--- config.mk ---
export PLATFORM = sky130hd
export DESIGN_NAME = des_round_cell
export DESIGN_NICKNAME = d
export VERILOG_FILES = /design/src/sv/des_pkg.sv /design/src/sv/des_round_cell.sv
export SDC_FILE = /design/constraint.sdc
export NUM_CORES = 1
export LEC_CHECK = 0
export BUFFER_PORTS_ARGS = -buffer_cell sky130_fd_sc_hd__buf_2
export CAP_MARGIN = 20
export CORE_AREA = 4 4 197 199
export DETAILED_ROUTE_END_ITERATION = 10
export DIE_AREA = 0 0 201 203
export HOLD_SLACK_MARGIN = 0.02
export PLACE_DENSITY_LB_ADDON = 0.25
export SYNTH_ARGS = -nofsm -noshare
export SYNTH_HDL_FRONTEND = slang
export SYNTH_SLANG_ARGS = --single-unit
--- constraint.sdc ---
create_clock -name clk_i -period 0.8 [get_ports clk_i]
set_input_delay 0.04 -clock clk_i [delete_from_list [all_inputs] [get_ports clk_i]]
set_output_delay 0.04 -clock clk_i [all_outputs]
set_load 0.03 [all_outputs]
--- src/sv/des_pkg.sv ---
package des_pkg;

  localparam int unsigned Rounds = 16;

  typedef logic [6:0] tab_pos_t;

  // Inter-cell word: one block in flight, with its own copy of the key halves.
  typedef struct packed {
    logic        valid;
    logic        dec;
    logic [31:0] l;
    logic [31:0] r;
    logic [55:0] cd;
  } des_stage_t;

  localparam tab_pos_t IP_TAB [64] = '{
    7'd58, 7'd50, 7'd42, 7'd34, 7'd26, 7'd18, 7'd10, 7'd2,
    7'd60, 7'd52, 7'd44, 7'd36, 7'd28, 7'd20, 7'd12, 7'd4,
    7'd62, 7'd54, 7'd46, 7'd38, 7'd30, 7'd22, 7'd14, 7'd6,
    7'd64, 7'd56, 7'd48, 7'd40, 7'd32, 7'd24, 7'd16, 7'd8,
    7'd57, 7'd49, 7'd41, 7'd33, 7'd25, 7'd17, 7'd9,  7'd1,
    7'd59, 7'd51, 7'd43, 7'd35, 7'd27, 7'd19, 7'd11, 7'd3,
    7'd61, 7'd53, 7'd45, 7'd37, 7'd29, 7'd21, 7'd13, 7'd5,
    7'd63, 7'd55, 7'd47, 7'd39, 7'd31, 7'd23, 7'd15, 7'd7};

  localparam tab_pos_t FP_TAB [64] = '{
    7'd40, 7'd8, 7'd48, 7'd16, 7'd56, 7'd24, 7'd64, 7'd32,
    7'd39, 7'd7, 7'd47, 7'd15, 7'd55, 7'd23, 7'd63, 7'd31,
    7'd38, 7'd6, 7'd46, 7'd14, 7'd54, 7'd22, 7'd62, 7'd30,
    7'd37, 7'd5, 7'd45, 7'd13, 7'd53, 7'd21, 7'd61, 7'd29,
    7'd36, 7'd4, 7'd44, 7'd12, 7'd52, 7'd20, 7'd60, 7'd28,
    7'd35, 7'd3, 7'd43, 7'd11, 7'd51, 7'd19, 7'd59, 7'd27,
    7'd34, 7'd2, 7'd42, 7'd10, 7'd50, 7'd18, 7'd58, 7'd26,
    7'd33, 7'd1, 7'd41, 7'd9,  7'd49, 7'd17, 7'd57, 7'd25};

  localparam tab_pos_t PC1_TAB [56] = '{
    7'd57, 7'd49, 7'd41, 7'd33, 7'd25, 7'd17, 7'd9,
    7'd1,  7'd58, 7'd50, 7'd42, 7'd34, 7'd26, 7'd18,
    7'd10, 7'd2,  7'd59, 7'd51, 7'd43, 7'd35, 7'd27,
    7'd19, 7'd11, 7'd3,  7'd60, 7'd52, 7'd44, 7'd36,
    7'd63, 7'd55, 7'd47, 7'd39, 7'd31, 7'd23, 7'd15,
    7'd7,  7'd62, 7'd54, 7'd46, 7'd38, 7'd30, 7'd22,
    7'd14, 7'd6,  7'd61, 7'd53, 7'd45, 7'd37, 7'd29,
    7'd21, 7'd13, 7'd5,  7'd28, 7'd20, 7'd12, 7'd4};

  localparam tab_pos_t PC2_TAB [48] = '{
    7'd14, 7'd17, 7'd11, 7'd24, 7'd1,  7'd5,
    7'd3,  7'd28, 7'd15, 7'd6,  7'd21, 7'd10,
    7'd23, 7'd19, 7'd12, 7'd4,  7'd26, 7'd8,
    7'd16, 7'd7,  7'd27, 7'd20, 7'd13, 7'd2,
    7'd41, 7'd52, 7'd31, 7'd37, 7'd47, 7'd55,
    7'd30, 7'd40, 7'd51, 7'd45, 7'd33, 7'd48,
    7'd44, 7'd49, 7'd39, 7'd56, 7'd34, 7'd53,
    7'd46, 7'd42, 7'd50, 7'd36, 7'd29, 7'd32};

  localparam tab_pos_t E_TAB [48] = '{
    7'd32, 7'd1,  7'd2,  7'd3,  7'd4,  7'd5,
    7'd4,  7'd5,  7'd6,  7'd7,  7'd8,  7'd9,
    7'd8,  7'd9,  7'd10, 7'd11, 7'd12, 7'd13,
    7'd12, 7'd13, 7'd14, 7'd15, 7'd16, 7'd17,
    7'd16, 7'd17, 7'd18, 7'd19, 7'd20, 7'd21,
    7'd20, 7'd21, 7'd22, 7'd23, 7'd24, 7'd25,
    7'd24, 7'd25, 7'd26, 7'd27, 7'd28, 7'd29,
    7'd28, 7'd29, 7'd30, 7'd31, 7'd32, 7'd1};

  localparam tab_pos_t P_TAB [32] = '{
    7'd16, 7'd7,  7'd20, 7'd21, 7'd29, 7'd12, 7'd28, 7'd17,
    7'd1,  7'd15, 7'd23, 7'd26, 7'd5,  7'd18, 7'd31, 7'd10,
    7'd2,  7'd8,  7'd24, 7'd14, 7'd32, 7'd27, 7'd3,  7'd9,
    7'd19, 7'd13, 7'd30, 7'd6,  7'd22, 7'd11, 7'd4,  7'd25};

  // Set where the key schedule rotates by two places in that round, clear for one.
  localparam logic ROT_TWO [Rounds] = '{
    1'b0, 1'b0, 1'b1, 1'b1, 1'b1, 1'b1, 1'b1, 1'b1,
    1'b0, 1'b1, 1'b1, 1'b1, 1'b1, 1'b1, 1'b1, 1'b0};

  localparam logic [3:0] SBOX [8][64] = '{
    '{4'd14,4'd4,4'd13,4'd1,4'd2,4'd15,4'd11,4'd8,4'd3,4'd10,4'd6,4'd12,4'd5,4'd9,4'd0,4'd7,
      4'd0,4'd15,4'd7,4'd4,4'd14,4'd2,4'd13,4'd1,4'd10,4'd6,4'd12,4'd11,4'd9,4'd5,4'd3,4'd8,
      4'd4,4'd1,4'd14,4'd8,4'd13,4'd6,4'd2,4'd11,4'd15,4'd12,4'd9,4'd7,4'd3,4'd10,4'd5,4'd0,
      4'd15,4'd12,4'd8,4'd2,4'd4,4'd9,4'd1,4'd7,4'd5,4'd11,4'd3,4'd14,4'd10,4'd0,4'd6,4'd13},
    '{4'd15,4'd1,4'd8,4'd14,4'd6,4'd11,4'd3,4'd4,4'd9,4'd7,4'd2,4'd13,4'd12,4'd0,4'd5,4'd10,
      4'd3,4'd13,4'd4,4'd7,4'd15,4'd2,4'd8,4'd14,4'd12,4'd0,4'd1,4'd10,4'd6,4'd9,4'd11,4'd5,
      4'd0,4'd14,4'd7,4'd11,4'd10,4'd4,4'd13,4'd1,4'd5,4'd8,4'd12,4'd6,4'd9,4'd3,4'd2,4'd15,
      4'd13,4'd8,4'd10,4'd1,4'd3,4'd15,4'd4,4'd2,4'd11,4'd6,4'd7,4'd12,4'd0,4'd5,4'd14,4'd9},
    '{4'd10,4'd0,4'd9,4'd14,4'd6,4'd3,4'd15,4'd5,4'd1,4'd13,4'd12,4'd7,4'd11,4'd4,4'd2,4'd8,
      4'd13,4'd7,4'd0,4'd9,4'd3,4'd4,4'd6,4'd10,4'd2,4'd8,4'd5,4'd14,4'd12,4'd11,4'd15,4'd1,
      4'd13,4'd6,4'd4,4'd9,4'd8,4'd15,4'd3,4'd0,4'd11,4'd1,4'd2,4'd12,4'd5,4'd10,4'd14,4'd7,
      4'd1,4'd10,4'd13,4'd0,4'd6,4'd9,4'd8,4'd7,4'd4,4'd15,4'd14,4'd3,4'd11,4'd5,4'd2,4'd12},
    '{4'd7,4'd13,4'd14,4'd3,4'd0,4'd6,4'd9,4'd10,4'd1,4'd2,4'd8,4'd5,4'd11,4'd12,4'd4,4'd15,
      4'd13,4'd8,4'd11,4'd5,4'd6,4'd15,4'd0,4'd3,4'd4,4'd7,4'd2,4'd12,4'd1,4'd10,4'd14,4'd9,
      4'd10,4'd6,4'd9,4'd0,4'd12,4'd11,4'd7,4'd13,4'd15,4'd1,4'd3,4'd14,4'd5,4'd2,4'd8,4'd4,
      4'd3,4'd15,4'd0,4'd6,4'd10,4'd1,4'd13,4'd8,4'd9,4'd4,4'd5,4'd11,4'd12,4'd7,4'd2,4'd14},
    '{4'd2,4'd12,4'd4,4'd1,4'd7,4'd10,4'd11,4'd6,4'd8,4'd5,4'd3,4'd15,4'd13,4'd0,4'd14,4'd9,
      4'd14,4'd11,4'd2,4'd12,4'd4,4'd7,4'd13,4'd1,4'd5,4'd0,4'd15,4'd10,4'd3,4'd9,4'd8,4'd6,
      4'd4,4'd2,4'd1,4'd11,4'd10,4'd13,4'd7,4'd8,4'd15,4'd9,4'd12,4'd5,4'd6,4'd3,4'd0,4'd14,
      4'd11,4'd8,4'd12,4'd7,4'd1,4'd14,4'd2,4'd13,4'd6,4'd15,4'd0,4'd9,4'd10,4'd4,4'd5,4'd3},
    '{4'd12,4'd1,4'd10,4'd15,4'd9,4'd2,4'd6,4'd8,4'd0,4'd13,4'd3,4'd4,4'd14,4'd7,4'd5,4'd11,
      4'd10,4'd15,4'd4,4'd2,4'd7,4'd12,4'd9,4'd5,4'd6,4'd1,4'd13,4'd14,4'd0,4'd11,4'd3,4'd8,
      4'd9,4'd14,4'd15,4'd5,4'd2,4'd8,4'd12,4'd3,4'd7,4'd0,4'd4,4'd10,4'd1,4'd13,4'd11,4'd6,
      4'd4,4'd3,4'd2,4'd12,4'd9,4'd5,4'd15,4'd10,4'd11,4'd14,4'd1,4'd7,4'd6,4'd0,4'd8,4'd13},
    '{4'd4,4'd11,4'd2,4'd14,4'd15,4'd0,4'd8,4'd13,4'd3,4'd12,4'd9,4'd7,4'd5,4'd10,4'd6,4'd1,
      4'd13,4'd0,4'd11,4'd7,4'd4,4'd9,4'd1,4'd10,4'd14,4'd3,4'd5,4'd12,4'd2,4'd15,4'd8,4'd6,
      4'd1,4'd4,4'd11,4'd13,4'd12,4'd3,4'd7,4'd14,4'd10,4'd15,4'd6,4'd8,4'd0,4'd5,4'd9,4'd2,
      4'd6,4'd11,4'd13,4'd8,4'd1,4'd4,4'd10,4'd7,4'd9,4'd5,4'd0,4'd15,4'd14,4'd2,4'd3,4'd12},
    '{4'd13,4'd2,4'd8,4'd4,4'd6,4'd15,4'd11,4'd1,4'd10,4'd9,4'd3,4'd14,4'd5,4'd0,4'd12,4'd7,
      4'd1,4'd15,4'd13,4'd8,4'd10,4'd3,4'd7,4'd4,4'd12,4'd5,4'd6,4'd11,4'd0,4'd14,4'd9,4'd2,
      4'd7,4'd11,4'd4,4'd1,4'd9,4'd12,4'd14,4'd2,4'd0,4'd6,4'd10,4'd13,4'd15,4'd3,4'd5,4'd8,
      4'd2,4'd1,4'd14,4'd7,4'd4,4'd10,4'd8,4'd13,4'd15,4'd12,4'd9,4'd0,4'd3,4'd5,4'd6,4'd11}};

  // Table positions count from 1 at the most significant bit, as in the standard.
  function automatic logic [63:0] perm_ip(logic [63:0] v);
    logic [63:0] res;
    for (int i = 0; i < 64; i++) res[63-i] = v[6'(7'd64 - IP_TAB[i])];
    return res;
  endfunction

  function automatic logic [63:0] perm_fp(logic [63:0] v);
    logic [63:0] res;
    for (int i = 0; i < 64; i++) res[63-i] = v[6'(7'd64 - FP_TAB[i])];
    return res;
  endfunction

  function automatic logic [55:0] perm_pc1(logic [63:0] v);
    logic [55:0] res;
    for (int i = 0; i < 56; i++) res[55-i] = v[6'(7'd64 - PC1_TAB[i])];
    return res;
  endfunction

  function automatic logic [47:0] perm_pc2(logic [55:0] v);
    logic [47:0] res;
    for (int i = 0; i < 48; i++) res[47-i] = v[6'(7'd56 - PC2_TAB[i])];
    return res;
  endfunction

  function automatic logic [47:0] expand_e(logic [31:0] v);
    logic [47:0] res;
    for (int i = 0; i < 48; i++) res[47-i] = v[5'(7'd32 - E_TAB[i])];
    return res;
  endfunction

  function automatic logic [31:0] perm_p(logic [31:0] v);
    logic [31:0] res;
    for (int i = 0; i < 32; i++) res[31-i] = v[5'(7'd32 - P_TAB[i])];
    return res;
  endfunction

  // Eight S-boxes side by side; the outer two bits of each group pick the row.
  function automatic logic [31:0] sbox_layer(logic [47:0] x);
    logic [31:0] res;
    logic [5:0]  b;
    for (int i = 0; i < 8; i++) begin
      b = x[47 - 6*i -: 6];
      res[31 - 4*i -: 4] = SBOX[i][{b[5], b[0], b[4:1]}];
    end
    return res;
  endfunction

  // Both 28-bit key halves rotate together, by one or two places.
  function automatic logic [55:0] cd_rotl(logic [55:0] cd, logic two);
    logic [27:0] c;
    logic [27:0] d;
    c = cd[55:28];
    d = cd[27:0];
    if (two) begin
      return {c[25:0], c[27:26], d[25:0], d[27:26]};
    end
    return {c[26:0], c[27], d[26:0], d[27]};
  endfunction

  function automatic logic [55:0] cd_rotr(logic [55:0] cd, logic two);
    logic [27:0] c;
    logic [27:0] d;
    c = cd[55:28];
    d = cd[27:0];
    if (two) begin
      return {c[1:0], c[27:2], d[1:0], d[27:2]};
    end
    return {c[0], c[27:1], d[0], d[27:1]};
  endfunction

endpackage

--- src/sv/des_round_cell.sv ---
module des_round_cell (
  input  logic                  clk_i,
  input  logic                  rst_ni,
  input  des_pkg::des_stage_t   stage_i,
  input  logic                  enc_two_i,
  input  logic                  dec_two_i,
  output des_pkg::des_stage_t   stage_o
);
  import des_pkg::*;

  logic [55:0] cd_enc;
  logic [55:0] cd_dec_next;
  logic [55:0] cd_key;
  logic [47:0] subkey;
  logic [31:0] f_out;

  logic        valid_q;
  logic        dec_q;
  logic [31:0] l_q;
  logic [31:0] r_q;
  logic [55:0] cd_q;

  // Encryption rotates left before use; decryption uses the halves as they
  // arrive and rotates right for the next cell.
  always_comb begin
    cd_enc      = cd_rotl(stage_i.cd, enc_two_i);
    cd_dec_next = cd_rotr(stage_i.cd, dec_two_i);
    cd_key      = stage_i.dec ? stage_i.cd : cd_enc;
    subkey      = perm_pc2(cd_key);
    f_out       = perm_p(sbox_layer(expand_e(stage_i.r) ^ subkey));
  end

  always_ff @(posedge clk_i or negedge rst_ni) begin
    if (!rst_ni) begin
      valid_q <= 1'b0;
    end else begin
      valid_q <= stage_i.valid;
    end
  end

  always_ff @(posedge clk_i) begin
    dec_q <= stage_i.dec;
    l_q   <= stage_i.r;
    r_q   <= stage_i.l ^ f_out;
    cd_q  <= stage_i.dec ? cd_dec_next : cd_enc;
  end

  assign stage_o = '{valid: valid_q, dec: dec_q, l: l_q, r: r_q, cd: cd_q};

endmodule

==> results of run 1 <==
==> placed cells by master (no fill, tap or decap), drive strengths merged, types with 5 or more instances in the layout <==
cell	instances
o21ai	51
o311ai	5
clkinv	10
o2111ai	8
o22ai	8
nand2b	25
nand2	72
a211oi	37
a31oi	9
buf	770
ha	62
mux4	5
nand3	27
mux2i	135
xnor2	80
o21bai	5
o32ai	6
clkbuf	19
mux2	32
inv	33
nor3	46
nor2	71
o31ai	24
a21oi	99
and2	24
dfxtp	121
o221ai	15
nor2b	32
xor2	52
dlygate4sd3	82
and3	5
o211ai	21
==> Yosys cell counts (6+ instances only) <==
cell	n	area, sq um
dfxtp_1	121	2420
mux2i_1	121	1210
a21oi_1	99	495
nand2_1	72	270
nor2_1	69	259
xnor2_1	69	604
ha_1	62	776
nor3_1	46	230
o21ai_0	45	225
xor2_1	36	315
a211oi_1	35	263
nor2b_1	32	200
clkbuf_1	29	109
nand3_1	27	135
nand2b_1	25	156
buf_2	24	120
inv_1	24	90.1
and2_1	23	144
o211ai_1	21	158
mux2_2	18	203
o221ai_1	15	131
xor2_2	14	228
buf_4	12	90.1
mux2i_4	11	248
xnor2_2	11	179
o31ai_1	10	75.1
a31oi_1	9	56.3
mux2_4	9	135
o31ai_2	9	113
buf_6	8	90.1
o2111ai_1	8	70.1
o22ai_1	8	50.1
buf_1	7	26.3
inv_2	7	26.3
o21ai_1	6	30.0
o32ai_1	6	52.6
==> stage by stage <==
step / setup slack, ps / cells / hold WS (ps) / utilization
4_1_cts: -1210 / 2503 / -5.66 / 0.552
2_1_floorplan: -1750 / 1246 / -256 / -
5_1_grt: -1320 / 2529 / 53.2 / 0.573
6_report: -1220 / 2530 / 16.2 / 0.573
3_3_place_gp: -2010 / 2326 / -184 / 0.442
3_5_place_dp: -1970 / 2326 / -184 / 0.442
==> worst paths after layout <==
kind / end / slack [ps] / cells past startpoint / startpoint
setup / recovery: r_q[9]$_DFF_P_ / -1220 / 14 / enc_two_i
hold / removal: cd_q[27]$_DFF_P_ / 20 / 4 / stage_i[25]
max in group asynchronous: valid_q$_DFF_PN0_ / 240 / 3 / rst_ni
min in group asynchronous: valid_q$_DFF_PN0_ / 450 / 3 / rst_ni
==> final cells by class <==
type / instances / area share
Antenna cell: 4 / 0.000469
Timing Repair Buffer: 853 / 0.344
Tap cell: 474 / 0.0278
Multi-Input combinational cell: 1010 / 0.470
Clock inverter: 13 / 0.00680
Timing Repair inverter: 1 / 0.000293
Inverter: 34 / 0.00751
Sequential cell: 122 / 0.122
Clock buffer: 19 / 0.0212
==> what timing repair did <==
action	in CTS	in global routing
cloned	10	1
hold endpoints to repair	85	0
buffers inserted	54	25
hold buffers	83	0
pin swaps	109	97
resized for setup	613	135
endpoints found under the setup margin	159	162
==> sequential cells by signal, summed over array words and instances (netlist names) <==
register and cells:
valid_q 1, cd_q 56, dec_q 1, l_q 32, r_q 32
==> routing by layer <==
metal,vias up,GRT usage,wire [um]
met4,6,0.0794,1340
met1,6039,0.260,19100
met5,-,0,46
met2,352,0.401,24200
li1,6126,-,-
met3,79,0.0414,2240
==> cell families (layout without fill, tap and decap cells) <==
logic type / after synthesis / after routing / synth area share
AO/OA/AOI/OAI: 327 / 327 / 0.207
AND/OR/NAND/NOR: 317 / 317 / 0.140
adder cells (fa/ha/maj): 62 / 62 / 0.0705
other: 0 / 4 / 0
flip-flops: 122 / 122 / 0.222
multiplexers: 172 / 172 / 0.182
XOR/XNOR: 132 / 132 / 0.125
buffers and inverters: 114 / 920 / 0.0517
==> where the power goes <==
group	switching, uW	internal (uW)	total, uW
Clock	3380	4770	8150
Sequential	628	7450	8070
Combinational	12100	12300	24500
Total	16200	24500	40700
==> flow_summary.ini, run 1 <==
[clocking]
cts_buffer_depth = 2
cts_tree = yes
cts.clk_slew.worst_paths_ps = 70
numCtsBuffers = 17
root_buffer = clkbuf_16
cts_sinks = 122
cts_max_level = 4

[sta]
setup_ws_ps = -1220
rsz0062_at_grt = yes
slew_violations = 0
finalSetupViolations = 154
max_slew_margin = 0.481
worstMarginPinSlew_ps = 774
fmax_mhz = 495
hold_viol = 0
fin_setup_tns_ps = -52650
fin_crit_sh = 2.52
period_minus_slack_ps = 2020

[power_and_ir_drop]
p_leak_uw = 0.00925
fin_total_pwr_uw = 40700
power.density_nw_per_um2 = 1910
ir_drop_mv = 1.54

[finish]
multi_input_comb_area_sq_um = 10000
final-seq-area_sq_um = 2610
areaGrowthSynthToFinish_pct = 93.8
drive_gt1_frac = 0.632
fin_area_sq_um = 21300
fill_cells = 3110
nets = 2227

[critical_path]
crit_arrival_ps = 2390
crit_path_max_fanout = 6
cpPeakStageDelay_ps = 310
crit_path_start_kind = input port
worstPathRequired_ps = 1170
slowest_stage = mux2_4
worstPathCellList = buf_16, buf_12, buf_4, mux2_4, mux2i_4, xor2_4, buf_6, ha_4, inv_2, mux2i_1, o221ai_1, o31a_1, o221ai_2, xnor2_1
critPathTopFamily = multiplexers
crit_type = in2reg
crit_buf_inv = 5
worstSetupEndpointType = flip-flop

[run_status]
status = finished, violations left
violations = setup timing

[synthesis]
syn-num-nets = 1434
synthDistinctLibCells = 77
yosys_most_used_dff = dfxtp_1
syn_area_sq_um = 11000
ys_warn_count = 0
syn_inst = 1246
async_reset_ff_frac = 0.00820
yosysSeqAreaShare = 0.222
synth_edf_count = 0
synth-seq-cells = 122
synth_area_per_cell_sq_um = 8.83

[floorplanning]
die_w_um = 201
io_pins = 248
core_area_sq_um = 37200
die_area_sq_um = 40800
die_h_um = 203
fp-row-count = 71
start_util = 0.296

[grt]
grt_use_total = 0.221
grt_first_pass_wirelength_mm = 72.2
antenna_found_initial = 7
grt_pass1_vias = 13100
grt_overflow_total = 0
grt_max_degree = 35

[place]
gp_congestion = 0.905
hpwl_mm = 34.1
placed_area_sq_um = 16500
port_buffers = 247

[drt]
drt_iter0_drc = 786
antenna_left = 0
via_per_inst = 4.98
dr.pass1.iters = 5
num_vias = 12600
wirelength_mm = 46.9
drc_errors = 0
wire_per_inst_um = 18.5

[flow_run]
cap_violations = 0

[hold_path]
hold_class = in2reg
(Power assumes the default switching activity.)
==> run 2, diff against run 1 <==
--- a/config.mk
+++ b/config.mk
@@ -15,3 +15,4 @@
 export SYNTH_ARGS = -nofsm -noshare
 export SYNTH_HDL_FRONTEND = slang
 export SYNTH_SLANG_ARGS = --single-unit
+export TNS_END_PERCENT = 10
==> run 2 against run 1 <==
- the run still ends with setup timing left
- clock-buffer cell count shrank 1
- sequential share of layout area up 0.49 points
- final area shrank 4.0%
- routed wire length down 4.2%
- clock power is 0.6% higher
- global-route usage fell by 1.5 points
- sequential power shrank 0.9%
- critical path depth is 2 lower
- worst setup slack got worse by 34 ps
- critical path type unchanged
- highest routed layer unchanged
==> flow_summary.ini, run 2 (same netlist as run 1, synthesis figures left out) <==
[run_status]
status = finished, violations left
violations = setup timing

[critical_path]
crit_path_max_fanout = 8
crit_buf_inv = 5
crit_type = in2reg
crit_arrival_ps = 2380
cpPeakStageDelay_ps = 340
slowest_stage = mux4_2
worstSetupEndpointType = flip-flop
critPathTopFamily = buffers and inverters
crit_path_start_kind = input port
worstPathRequired_ps = 1130
worstPathCellList = buf_12, buf_12, buf_8, buf_6, and2_4, o31ai_4, xor2_2, buf_6, mux4_2, o32ai_2, nor4_2, xor2_1

[grt]
grt_first_pass_wirelength_mm = 67.8
grt_max_degree = 34
grt_overflow_total = 0
antenna_found_initial = 8
grt_use_total = 0.206
grt_pass1_vias = 12400

[clocking]
numCtsBuffers = 17
cts_max_level = 4
cts_tree = yes
cts_sinks = 122
root_buffer = clkbuf_16
cts.clk_slew.worst_paths_ps = 70
cts_buffer_depth = 2

[power_and_ir_drop]
p_int_uw = 23900
power.density_nw_per_um2 = 1930
p_seq_frac = 0.202
p_leak_uw = 0.00891
pwr-share-comb = 0.591
p_sw_uw = 15800
swShare = 0.398
clkPwrFrac = 0.207
ir_drop_mv = 1.56

[drt]
dr.pass1.iters = 6
via_per_inst = 4.96
antenna_left = 0
wirelength_mm = 44.9
drt_iter0_drc = 690
wire_per_inst_um = 18.1
wl_met3_mm = 2.28
top_layer_used = met5
drc_errors = 0
num_vias = 12300
met2_length_mm = 22.2
m1WireLength_mm = 19.5

[flow_run]
cap_violations = 0

[sta]
worstMarginPinSlew_ps = 648
period_minus_slack_ps = 2050
slew_violations = 0
hold_viol = 0
max_slew_margin = 0.565
finalSetupViolations = 160
hold_ws_ps = 20.1
fin_crit_sh = 2.57
rsz0062_at_grt = yes
setup_ws_ps = -1250
fmax_mhz = 487

[place]
placed_area_sq_um = 15700
gp_congestion = 0.918
hpwl_mm = 32.0
placed_cells = 2290
port_buffers = 247
place_ws_ps = -1960

[finish]
mostFrequentLayoutCells = buf_4, buf_6, buf_2, dfxtp_2, mux2i_1
largest_registers = cd_q x56, l_q x32, r_q x32
largest_register_ffs = 56
areaGrowthSynthToFinish_pct = 86.1
finalNonFillerCells = 2477
drive_gt1_frac = 0.587
final_core_util = 0.550
fin_area_sq_um = 20500
layout_commonest_cell = buf_4
top_register = cd_q
nets = 2174

[floorplanning]
die_w_um = 201
die_h_um = 203
start_util = 0.296
core_area_sq_um = 37200
io_pins = 248
fp-row-count = 71
die_area_sq_um = 40800

[hold_path]
hold_class = in2reg
[run 2: cell types whose count changed in the layout (fill, tap and decap cells not counted), moves of 8 or more]
cell and delta:
a211oi_1 +12, a21oi_1 +16, a211oi_2 -9, nor3_1 +21
nor3_2 -22, buf_4 -45, a21oi_2 -16, ha_4 -8
[run 2: power groups by stage]
| stage | sequential (uW) | clock, uW | combinational (uW) |
|---|---|---|---|
| after CTS | 7990 | 8420 | 21800 |
| final | 8000 | 8200 | 23400 |
| after floorplan | 9840 | 0 | 8650 |
| after global routing | 8110 | 8650 | 25000 |
| after global placement | 7620 | 0 | 18000 |
| after detailed placement | 7620 | 0 | 18000 |
[run 2: metal layers]
metal	global-route usage	up-vias
li1	-	6013
met1	0.265	5849
met2	0.351	368
met3	0.0407	60
met4	0.0615	8
met5	0	-
[run 2: final timing paths]
check	from	endpoint	slack, ps	depth (start not counted)
worst max-delay path	enc_two_i	r_q[31]$_DFF_P_	-1250	12
worst min-delay path	stage_i[32]	cd_q[34]$_DFF_P_	20	4
min in group asynchronous	rst_ni	valid_q$_DFF_PN0_	430	3
max in group asynchronous	rst_ni	valid_q$_DFF_PN0_	270	3
[run 2: layout make-up]
cell class | instances | area (sq um)
clock inverters | 14 | 161
fillers | 3217 | 16700
clock buffers | 18 | 429
flip-flops and latches | 122 | 2600
repair buffers | 801 | 6940
inverters | 34 | 171
well taps | 474 | 593
multi-input cells | 1010 | 9580
diodes | 4 | 10.0
[run 2: through the flow]
stage | power (uW) | setup TNS (ps)
6_report | 39600 | -54730
5_1_grt | 41700 | -61470
4_1_cts | 38200 | -56160
3_5_place_dp | 25700 | -73940
3_3_place_gp | 25600 | -73060
2_1_floorplan | 18500 | -88290
[run 2: repair_timing]
item                                    4_1_cts  5_1_grt
gates resized for setup                     609      143
pin swaps                                    79       75
endpoints found under the setup margin      158      170
buffers inserted                             26       39
endpoints found under the hold margin        84        0
hold buffers                                 82        0
cloned                                        6        1
